==> src/hw/rtl/rar_pkg.sv <==
package rar_pkg;

	localparam int RES_NUM_W = 33;
	localparam int RES_DEN_W = 32;
	localparam int OUT_DATA_W = ((RES_NUM_W + RES_DEN_W + 7) / 8) * 8;
	localparam int MODE_W = 2;

	typedef enum logic [MODE_W-1:0] {
		MODE_ADD = 2'd0,
		MODE_SUB = 2'd1,
		MODE_MUL = 2'd2,
		MODE_DIV = 2'd3
	} mode_t;

	typedef enum logic [3:0] {
		ST_IDLE,
		ST_MUL,
		ST_SUM,
		ST_MAG,
		ST_EUC,
		ST_EUC_DIV,
		ST_RED_N,
		ST_RED_D,
		ST_FIN,
		ST_OUT
	} back_state_t;

	typedef struct packed {
		logic start;
		logic done;
	} div_ctrl_t;

endpackage

==> src/hw/rtl/rar_front.sv <==
module rar_front #(
	parameter int ITEM_W = 66
) (
	input  logic              clk,
	input  logic              arst_n,
	input  logic              in_valid,
	output logic              in_ready,
	input  logic [ITEM_W-1:0] in_item,
	output logic              item_valid,
	input  logic              item_ready,
	output logic [ITEM_W-1:0] item
);
	logic [ITEM_W-1:0] mem_q [2];
	logic       wr_ptr_q;
	logic       rd_ptr_q;
	logic [1:0] count_q;
	logic       push;
	logic       pop;

	assign in_ready   = (count_q != 2'd2);
	assign item_valid = (count_q != 2'd0);
	assign item       = mem_q[rd_ptr_q];
	assign push       = in_valid && in_ready;
	assign pop        = item_valid && item_ready;

	always_ff @(posedge clk) begin
		if (push) begin
			mem_q[wr_ptr_q] <= in_item;
		end
	end

	always_ff @(posedge clk or negedge arst_n) begin
		if (!arst_n) begin
			wr_ptr_q <= 1'b0;
			rd_ptr_q <= 1'b0;
			count_q  <= 2'd0;
		end else begin
			if (push) wr_ptr_q <= ~wr_ptr_q;
			if (pop) rd_ptr_q <= ~rd_ptr_q;
			if (push && !pop) count_q <= count_q + 2'd1;
			else if (pop && !push) count_q <= count_q - 2'd1;
		end
	end
endmodule

==> src/hw/rtl/rar_divider.sv <==
module rar_divider #(
	parameter int RW = 33
) (
	input  logic          clk,
	input  logic          arst_n,
	input  rar_pkg::div_ctrl_t ctrl_in,
	output rar_pkg::div_ctrl_t ctrl_out,
	input  logic [RW-1:0] dividend,
	input  logic [RW-1:0] divisor,
	output logic [RW-1:0] quotient,
	output logic [RW-1:0] remainder
);
	import rar_pkg::*;
	localparam int CW = $clog2(RW + 1);

	logic [RW-1:0] quo_q;
	logic [RW-1:0] rem_q;
	logic [RW-1:0] dvs_q;
	logic [CW-1:0] cnt_q;
	logic          done_q;
	logic [RW:0]   shifted;
	logic [RW+1:0] diff;

	// One quotient bit per cycle, restoring form.
	assign shifted = {rem_q, quo_q[RW-1]};
	assign diff    = {1'b0, shifted} - {2'b00, dvs_q};

	always_ff @(posedge clk) begin
		if (ctrl_in.start) begin
			quo_q <= dividend;
			rem_q <= '0;
			dvs_q <= divisor;
		end else if (cnt_q != '0) begin
			if (!diff[RW+1]) begin
				rem_q <= diff[RW-1:0];
				quo_q <= {quo_q[RW-2:0], 1'b1};
			end else begin
				rem_q <= shifted[RW-1:0];
				quo_q <= {quo_q[RW-2:0], 1'b0};
			end
		end
	end

	always_ff @(posedge clk or negedge arst_n) begin
		if (!arst_n) begin
			cnt_q  <= '0;
			done_q <= 1'b0;
		end else begin
			done_q <= (cnt_q == CW'(1)) && !ctrl_in.start;
			if (ctrl_in.start) cnt_q <= CW'(RW);
			else if (cnt_q != '0) cnt_q <= cnt_q - CW'(1);
		end
	end

	assign ctrl_out.start = 1'b0;
	assign ctrl_out.done  = done_q;
	assign quotient  = quo_q;
	assign remainder = rem_q;
endmodule

==> src/hw/rtl/rar_back.sv <==
module rar_back #(
	parameter int W = 16
) (
	input  logic                clk,
	input  logic                arst_n,
	input  logic                item_valid,
	output logic                item_ready,
	input  logic [4*W+1:0]      item,
	output logic                m_tvalid,
	input  logic                m_tready,
	output logic [rar_pkg::RES_NUM_W-1:0] res_num,
	output logic [rar_pkg::RES_DEN_W-1:0] res_den,
	output logic                den_zero
);
	import rar_pkg::*;
	localparam int RW = (2 * W + 1 > 64) ? 64 : 2 * W + 1;

	back_state_t state_q, state_d;
	mode_t        mode_q;
	logic signed [W-1:0] na_q, da_q, nb_q, db_q;
	logic [1:0]   mstep_q;
	logic signed [W-1:0] mul_a, mul_b;
	logic signed [2*W-1:0] prod;
	logic [RW-1:0] p0_q, p1_q, p2_q;
	logic [RW-1:0] rn_q, rd_q;
	logic [RW-1:0] nm_q, dm_q, am_q, bm_q;
	logic          nneg_q, dneg_q, an_q, bn_q;
	div_ctrl_t     div_in, div_out;
	logic [RW-1:0] div_a, div_b, div_quo, div_rem;

	always_comb begin
		unique case (mstep_q)
			2'd0: begin
				mul_a = na_q;
				mul_b = (mode_q == MODE_MUL) ? nb_q : db_q;
			end
			2'd1: begin
				mul_a = da_q;
				mul_b = (mode_q == MODE_MUL) ? db_q : nb_q;
			end
			default: begin
				mul_a = da_q;
				mul_b = db_q;
			end
		endcase
	end
	assign prod = mul_a * mul_b;

	always_comb begin
		state_d      = state_q;
		div_in.start = 1'b0;
		div_in.done  = 1'b0;
		div_a        = nm_q;
		div_b        = am_q;
		unique case (state_q)
			ST_IDLE: if (item_valid) state_d = ST_MUL;
			ST_MUL: if (mstep_q == 2'd2) state_d = ST_SUM;
			ST_SUM: state_d = ST_MAG;
			ST_MAG: state_d = ST_EUC;
			ST_EUC: begin
				if (bm_q != '0) begin
					div_in.start = 1'b1;
					div_a = am_q;
					div_b = bm_q;
					state_d = ST_EUC_DIV;
				end else if (am_q != '0 && !an_q) begin
					div_in.start = 1'b1;
					state_d = ST_RED_N;
				end else begin
					state_d = ST_FIN;
				end
			end
			ST_EUC_DIV: if (div_out.done) state_d = ST_EUC;
			ST_RED_N: begin
				if (div_out.done) begin
					div_in.start = 1'b1;
					div_a = dm_q;
					state_d = ST_RED_D;
				end
			end
			ST_RED_D: if (div_out.done) state_d = ST_FIN;
			ST_FIN: state_d = ST_OUT;
			ST_OUT: if (m_tready) state_d = ST_IDLE;
			default: state_d = ST_IDLE;
		endcase
	end

	always_ff @(posedge clk or negedge arst_n) begin
		if (!arst_n) begin
			state_q <= ST_IDLE;
		end else begin
			state_q <= state_d;
		end
	end

	always_ff @(posedge clk) begin
		unique case (state_q)
			ST_IDLE: begin
				mode_q  <= mode_t'(item[1:0]);
				na_q    <= item[W+1:2];
				da_q    <= item[2*W+1:W+2];
				nb_q    <= item[3*W+1:2*W+2];
				db_q    <= item[4*W+1:3*W+2];
				mstep_q <= 2'd0;
			end
			ST_MUL: begin
				if (mstep_q == 2'd0) p0_q <= RW'(prod);
				else if (mstep_q == 2'd1) p1_q <= RW'(prod);
				else p2_q <= RW'(prod);
				mstep_q <= mstep_q + 2'd1;
			end
			ST_SUM: begin
				unique case (mode_q)
					MODE_ADD: begin rn_q <= p0_q + p1_q; rd_q <= p2_q; end
					MODE_SUB: begin rn_q <= p0_q - p1_q; rd_q <= p2_q; end
					default:  begin rn_q <= p0_q; rd_q <= p1_q; end
				endcase
			end
			ST_MAG: begin
				nneg_q <= rn_q[RW-1];
				dneg_q <= rd_q[RW-1];
				an_q   <= rn_q[RW-1];
				bn_q   <= rd_q[RW-1];
				nm_q   <= rn_q[RW-1] ? -rn_q : rn_q;
				dm_q   <= rd_q[RW-1] ? -rd_q : rd_q;
				am_q   <= rn_q[RW-1] ? -rn_q : rn_q;
				bm_q   <= rd_q[RW-1] ? -rd_q : rd_q;
			end
			ST_EUC_DIV: begin
				// A remainder keeps the sign of its dividend.
				if (div_out.done) begin
					am_q <= bm_q;
					an_q <= bn_q;
					bm_q <= div_rem;
					bn_q <= an_q;
				end
			end
			ST_RED_N: if (div_out.done) nm_q <= div_quo;
			ST_RED_D: if (div_out.done) dm_q <= div_quo;
			ST_FIN: begin
				rn_q <= nneg_q ? -nm_q : nm_q;
				rd_q <= dneg_q ? -dm_q : dm_q;
			end
			default: begin
			end
		endcase
	end

	rar_divider #(.RW(RW)) u_div (
		.clk      (clk),
		.arst_n   (arst_n),
		.ctrl_in  (div_in),
		.ctrl_out (div_out),
		.dividend (div_a),
		.divisor  (div_b),
		.quotient (div_quo),
		.remainder(div_rem)
	);

	assign item_ready = (state_q == ST_IDLE);
	assign m_tvalid   = (state_q == ST_OUT);
	assign res_num    = RES_NUM_W'($signed(rn_q));
	assign res_den    = RES_DEN_W'($signed(rd_q));
	assign den_zero   = (rd_q == '0);

	a_div_nonzero: assert property (@(posedge clk) disable iff (!arst_n)
		div_in.start |-> (div_b != '0))
		else $error("divider started with a zero divisor");
	a_euc_return: assert property (@(posedge clk) disable iff (!arst_n)
		(state_q == ST_EUC_DIV && div_out.done) |=> (state_q == ST_EUC))
		else $error("remainder step did not return to the loop test");
	a_no_overlap: assert property (@(posedge clk) disable iff (!arst_n)
		(m_tvalid && !m_tready) |=> (m_tvalid && $stable(rn_q) && $stable(rd_q)))
		else $error("pending result changed before it was taken");
endmodule

==> src/hw/rtl/rational_arith_reduce.sv <==
// Time per request grows with E, the number of Euclid remainder steps (up to about 46); each
// Euclid step and each of the up to two reducing divisions runs the serial divider to its end.
// Throughput: one request at a time in the back end, set by the shared serial divider
// that gives one quotient bit per cycle; a two-entry queue takes requests meanwhile.
// Reset: arst_n clears the queue and the sequencer asynchronously; data registers hold.
module rational_arith_reduce #(
	parameter int OPERAND_WIDTH = 16
) (
	input  logic clk,
	input  logic arst_n,
	input  logic s_tvalid,
	output logic s_tready,
	// num_a, den_a, num_b, den_b from the lowest bit up, zero padded
	input  logic [((4*OPERAND_WIDTH+7)/8)*8-1:0] s_tdata,
	// mode
	input  logic [rar_pkg::MODE_W-1:0] s_tuser,
	output logic m_tvalid,
	input  logic m_tready,
	// res_num, res_den from the lowest bit up, zero padded
	output logic [rar_pkg::OUT_DATA_W-1:0] m_tdata,
	// den_zero
	output logic m_tuser
);
	import rar_pkg::*;
	localparam int W = OPERAND_WIDTH;
	localparam int ITEM_W = 4 * W + MODE_W;

	logic              item_valid;
	logic              item_ready;
	logic [ITEM_W-1:0] item;
	logic [RES_NUM_W-1:0] res_num;
	logic [RES_DEN_W-1:0] res_den;

	rar_front #(.ITEM_W(ITEM_W)) u_front (
		.clk       (clk),
		.arst_n    (arst_n),
		.in_valid  (s_tvalid),
		.in_ready  (s_tready),
		.in_item   ({s_tdata[4*W-1:0], s_tuser}),
		.item_valid(item_valid),
		.item_ready(item_ready),
		.item      (item)
	);

	rar_back #(.W(W)) u_back (
		.clk       (clk),
		.arst_n    (arst_n),
		.item_valid(item_valid),
		.item_ready(item_ready),
		.item      (item),
		.m_tvalid  (m_tvalid),
		.m_tready  (m_tready),
		.res_num   (res_num),
		.res_den   (res_den),
		.den_zero  (m_tuser)
	);

	assign m_tdata = {{(OUT_DATA_W - RES_NUM_W - RES_DEN_W){1'b0}}, res_den, res_num};
endmodule

==> config.mk <==
export PLATFORM = sky130hd
export DESIGN_NAME = rational_arith_reduce
export DESIGN_NICKNAME = d
export VERILOG_FILES = /design/src/hw/rtl/rar_pkg.sv /design/src/hw/rtl/rar_front.sv /design/src/hw/rtl/rar_divider.sv /design/src/hw/rtl/rar_back.sv /design/src/hw/rtl/rational_arith_reduce.sv
export SDC_FILE = /design/constraint.sdc
export NUM_CORES = 2
export LEC_CHECK = 0
export ABC_AREA = 0
export BUFFER_PORTS_ARGS = -buffer_cell sky130_fd_sc_hd__buf_2
export CORE_UTILIZATION = 50
export CTS_BUF_LIST = sky130_fd_sc_hd__clkbuf_4 sky130_fd_sc_hd__clkbuf_8 sky130_fd_sc_hd__clkbuf_16
export CTS_CLUSTER_DIAMETER = 200
export DETAILED_ROUTE_END_ITERATION = 7
export PLACE_DENSITY = 0.75
export SLEW_MARGIN = 20
export SYNTH_ARGS = -nofsm -noshare
export SYNTH_HDL_FRONTEND = slang
export SYNTH_SLANG_ARGS = --single-unit
==> constraint.sdc <==
create_clock -name clk -period 9.9 [get_ports clk]
set_input_delay 1.98 -clock clk [delete_from_list [all_inputs] [get_ports clk]]
set_output_delay 1.98 -clock clk [all_outputs]
set_load 0.005 [all_outputs]
[Word-level counts from Yosys, hierarchy flattened]
Memories as Yosys holds them, arrays and structs flattened. A register that Yosys moved wholly into a read port is not among the register bits.
Cells that the tools add are included.
Widths: inputs -> output; s select.
Storage, ports and cells
  memories kept: 1
  output and inout bits: 75
  input port bits: 70
  RAM bits: 132
  bits in registers: 414
Operators by class
  equality and inequality tests: 21
  multiplexer cells: 52
  bitwise operators: 4
  reduce and logical (&&, ||, !) cells: 33
  $add $sub $neg: 11
  multipliers: 1
Memories
  u_front.mem_q: depth 2, bits a word 66, rd ports 1, clocked after memory_dff 1, write ports 1, RTL line rar_front.sv:13  | logic [ITEM_W-1:0] mem_q [2];
Operator list (number)
  $pmux 33 s2: 8
  $mux 33: 15
  $neg 33->33: 4
  $reduce_bool 33->1: 2
  $mux 16: 3
  $pmux 4 s10: 1
  $sub 34x33->35: 1
  $add 32x32->33: 1
  $logic_not 33->1: 1
  $sub 32x32->33: 1
  $mul 16x16->32: 1
  $mux 4: 8
  $pmux 16 s2: 1
  $eq 4x3->1 const B: 4
  $reduce_bool 2->1: 8
  $mux 6: 2
  $eq 4x2->1 const B: 2
  $eq 4x4->1 const B: 2
  $mux 1: 8
  $ne 2x2->1 const B: 4
  $reduce_and 2->1: 4
  $eq 6x1->1 const B: 1
  $logic_and 1x1->1: 6
  $ne 2x1->1 const B: 3
  17 further kinds: 31

[Longest topological paths before layout]
  depth in word-level cells: 7
  gate-level depth with buffers: 30
  depth with buffers taken out: 28

[Cells and area by module]
Synthesis repeated with hierarchy kept, for this count alone.
Unflattened totals
  cells, all modules: 3862
  area total of the unflattened synthesis: 41591.1 µm²
By module, submodules not included
  rar_back: instances 1, cells each 3043, seq. area each 11090.6 µm², area each 30329.1 µm²
  rar_divider: instances 1, cells each 588, seq. area each 2817.7 µm², area each 6135.9 µm²
  rar_front: instances 1, cells each 223, seq. area each 4063.9 µm², area each 5069.9 µm²
  rational_arith_reduce: instances 1, cells each 8, seq. area each 0.0 µm², area each 56.3 µm²

[Least setup slack after synthesis]
No wires, ideal clock.
  path type: reg-to-reg
  from: reg u_back.state_q[2]
  to: reg u_front.count_q[1]
  cell stages (with the launch flop): 8
  path buffers: 1
  data arrival time: 9.256 ns
  slack: 0.565 ns
  clock period less this slack: 9.335 ns
  library setup time: 0.079 ns
  data required time: 9.821 ns
  path through: dfrtp_1 > clkbuf_1 > nor4_1 > o21ai_0 > ha_1 > xor2_1 > nor2_1 > xor2_1
Between the ends
  word-level cells in the longest chain between the ends: 5
Ends and longest elaborated chain
  start: declaration: RTL line rar_back.sv:18  | back_state_t state_q, state_d;
  start signal: assignment: RTL line rar_back.sv:92  | state_q <= state_d;
  $logic_not 4->1 *: RTL line rar_back.sv:160  | assign item_ready = (state_q == ST_IDLE);
  $logic_and 1x1->1 *: RTL line rar_front.sv:24  | assign pop = item_valid && item_ready;
  $logic_not 1->1: RTL line rar_front.sv:40  | if (push && !pop) count_q <= count_q + 2'd1;
  $logic_and 1x1->1: RTL line rar_front.sv:40
  $mux 2 or $reduce_bool 2->1 (tied branches)
  end signal: assignment: RTL line rar_front.sv:40
  end signal: assignment: RTL line rar_front.sv:41  | else if (pop && !push) count_q <= count_q - 2'd1;
  end: declaration: RTL line rar_front.sv:16  | logic [1:0] count_q;
Mark *: on every way between the ends. The rest lies on a longest branch, timed or not.
A chain may end at the register's enable or synchronous reset.

[Worst setup path after layout]
  from: reg u_back.mstep_q[0]
  to: reg u_back.p2_q[24], data pin
Between the ends
  word-level cells in the longest chain between the ends: 3
Ends and longest elaborated chain
  start: declaration: RTL line rar_back.sv:21  | logic [1:0] mstep_q;
  start signal: assignment: RTL line rar_back.sv:110  | mstep_q <= mstep_q + 2'd1;
  $eq 2x1->1 or $logic_not 2->1 (tied branches): RTL line rar_back.sv:32  | unique case (mstep_q)
  $pmux 16 s2 or $mux 16 (tied branches): RTL line rar_back.sv:32
  $mul 16x16->32 *: RTL line rar_back.sv:47  | assign prod = mul_a * mul_b;
  via u_back.prod[24]: RTL line rar_back.sv:23  | logic signed [2*W-1:0] prod;
  end signal: assignment: RTL line rar_back.sv:109  | else p2_q <= RW'(prod);
  end: declaration: RTL line rar_back.sv:24  | logic [RW-1:0] p0_q, p1_q, p2_q;
The timed path passes the listed nets; every way through them passes the cells marked *.

==> results.cfg <==
[finish]
fillers = 6931
drive_above_1_share = 0.114
multi_input_area_um2 = 21300
area_growth_pct = 9.17
largest_register_ff_count = 132
top_register = u_front.mem_q
seqCellArea_um2 = 18000
nNetsFinal = 4459

[logic_synthesis]
yosys_warnings = 0
synth-compound-area-share = 0.122
synth_mux_area_frac = 0.0479
ys.flop_type = edfxtp_1
synthXorXnorAreaFrac = 0.0503
synth_top_area_frac = 0.409
ys_ff_latch = 612
synth_edf_count = 564
synth_top_family_by_area = adder cells
synthSimpleGateAreaFrac = 0.116
synthCells = 3899
seq_area_frac_synth = 0.434
synth_top_area_cell = edfxtp_1
avgSynthCellArea_um2 = 10.6
synthAdderAreaFrac = 0.175
synth.distinct_cells = 78
synthTopCellsByArea = edfxtp_1 (41%), fa_1 (13%), ha_1 (4.8%), nor2_1 (3.6%), inv_1 (3.4%)
syn_area_um2 = 41400
ys_async_sr_fraction = 0.0245

[critical_path]
arrival_ns = 9.03
timing.rr.start = u_back.mstep_q[0]
path_class = flip-flop to flip-flop
critPathMaxFanout = 35
reg2reg_to = u_back.p2_q[24]
slowest_delay_ns = 0.78
timing.critical_path.to_type = flip-flop
regToRegSetupSlack_ns = 1.20
reg2reg_depth = 26
critPathLaunchType = flip-flop
cp_slowest_cell = o21ai_2
crit_required_ns = 10.23

[grt]
grtUsageTotal = 0.256
grt_overflow = 0
grt_pass1_wl_um = 167000
grt_max_degree = 96
grt_pass1_vias = 29801
antenna_found_initial = 1

[placed_design]
dp_hpwl_um = 81600
post-place-ws_ns = 1.36
gp_congestion = 1.01
port_buffers = 137

[status]
outcome = finished clean

[clock_tree]
clockRootBuffer = clkbuf_16
htree_levels = 3
cts_resized = 0
clk_pin_slew_ns = 0.06
clkLatencyLatePin_ns = 0.63
cts_buffers = 68
cts_tree = built
post_cts_buffers = 0
cts_buffer_depth = 3
ctsHoldBuffers = 0
cts_sinks = 612

[floorplanning]
num_rows = 105
io_pins = 145
die_area_um2 = 84000
die-height_um = 290
core_area_um2 = 82000
start_util = 0.505
die_x_um = 290

[route]
via_count = 29760
ant_nets = 0
drt_wl_total_um = 107000
wire_per_inst_um = 21.0
drtIter0Drc = 2939
drt_pre_antenna_iters = 6
vias_per_cell = 5.85
drc = 0

[timing]
relSlewSlack = 0.239
clock.fmax_mhz = 115
setup_viol = 0
slew_violations = 0
tns_ns = 0
rsz0062_at_grt = no
finalClockSkew_ns = 0.0337
fin_crit_sh = 0.878
worst-slew-pin-transition_ns = 1.14
finalHoldViolations = 0
fin_crit_ns = 8.70
fin_ws_ns = 1.20

[min_path]
min_to = u_front.count_q[1]
hp-class = flip-flop to flip-flop
hp-start = u_front.count_q[1]
hold-path-cell-count = 1

[flow_run]
cap_violations = 0
## worst max-delay path by stage
stage | startpoint | end | slack, ns | cells past startpoint
floorplan | u_back.state_q[2] | u_front.count_q[1] | 0.56 | 7
global placement | u_back.mstep_q[0] | u_back.p0_q[24] | 1.61 | 27
detailed placement | u_back.mstep_q[0] | u_back.p0_q[30] | 1.36 | 26
CTS | u_back.mstep_q[0] | u_back.p2_q[24] | 1.32 | 26
global route | u_back.mstep_q[0] | u_back.p0_q[30] | 0.62 | 26
finish | u_back.mstep_q[0] | u_back.p2_q[24] | 1.20 | 26
## synthesized netlist by cell type, drive strengths merged (16+ instances only)
cell / instances
o41ai: 18
edfxtp: 564
clkbuf: 136
nand3: 44
nor2: 401
a22oi: 49
inv: 374
a31oi: 55
or4: 21
dfxtp: 33
buf: 58
nand4: 25
xor2: 119
fa: 264
a21oi: 244
o31ai: 51
or2: 16
o21ai: 199
xnor2: 119
mux2: 114
nor4: 34
a211oi: 43
nand2b: 26
a21o: 34
nor2b: 21
mux2i: 70
nand2: 340
or3: 23
ha: 158
nor3: 64
## cells by family after synthesis
logic type / count (synthesis)
fa+ha+maj: 422
buf+inv: 568
flops: 612
compound gates: 807
simple gates: 1067
xor+xnor: 238
mux: 184
other cells: 1
## routing by layer
metal,global-route usage,wire (um)
met3,0.0394,7300
met2,0.434,51300
met4,0.117,5440
met5,0,13
met1,0.323,42600
## metrics by stage
stage          area (um2)   util  std cells  hold WS (ns)
4_1_cts             45200  0.551       5082         0.522
6_report            45200  0.552       5085         0.517
2_1_floorplan       41500      -       3905         0.461
5_1_grt             45200  0.552       5084         0.543
3_5_place_dp        43000  0.525       4965         0.517
3_3_place_gp        43000  0.525       4965         0.502
## critical path: cells and delay by family (launching register included)
family	cells	cell delay [ns]
AND/OR/NAND/NOR	2	0.21
buffers and inverters	7	1.22
adder cells (fa/ha/maj)	8	3.33
flip-flops	1	0.42
AO/OA/AOI/OAI	9	3.22
## cell usage in the layout, fill, tap and decap left out, types with 12 or more instances in the layout
| cell | synthesis | routed |
|---|---|---|
| o41ai_1 | 17 | 17 |
| dfxtp_1 | 33 | 33 |
| inv_1 | 373 | 372 |
| edfxtp_1 | 564 | 564 |
| mux2_2 | 109 | 109 |
| buf_4 | 39 | 47 |
| o21ai_0 | 194 | 194 |
| a211oi_1 | 43 | 43 |
| or2_2 | 16 | 15 |
| nor4_1 | 32 | 31 |
| nand4_1 | 25 | 25 |
| clkbuf_16 | 0 | 69 |
| xnor2_1 | 119 | 119 |
| nand2_1 | 340 | 340 |
| a31oi_1 | 55 | 55 |
| a22oi_1 | 49 | 49 |
| o31ai_1 | 50 | 50 |
| xor2_1 | 119 | 119 |
| ha_1 | 158 | 157 |
| or3_1 | 21 | 21 |
| o211ai_1 | 14 | 14 |
| nor3_1 | 64 | 60 |
| mux2i_1 | 70 | 67 |
| dfrtp_1 | 15 | 14 |
| buf_2 | 4 | 138 |
| a21o_1 | 34 | 33 |
| clkbuf_4 | 0 | 16 |
| a21oi_1 | 244 | 243 |
| nand3_1 | 44 | 42 |
| fa_1 | 264 | 264 |
| and2_1 | 12 | 12 |
| nor2b_1 | 21 | 21 |
| nand2b_1 | 26 | 26 |
| nor2_1 | 401 | 397 |
| or4_1 | 19 | 19 |
| o21a_1 | 14 | 14 |
## layout make-up
class,count,area share
repair buffers,186,0.0234
flip-flops and latches,612,0.397
diodes,1,0.0000553
clock inverters,32,0.00680
well taps,1070,0.0296
clock buffers,85,0.0408
inverters,374,0.0311
multi-input cells,2725,0.471
Power is left out: the tool's default activity adds up to more than one toggle a clock period on the data nets, which glitch-free logic cannot reach.
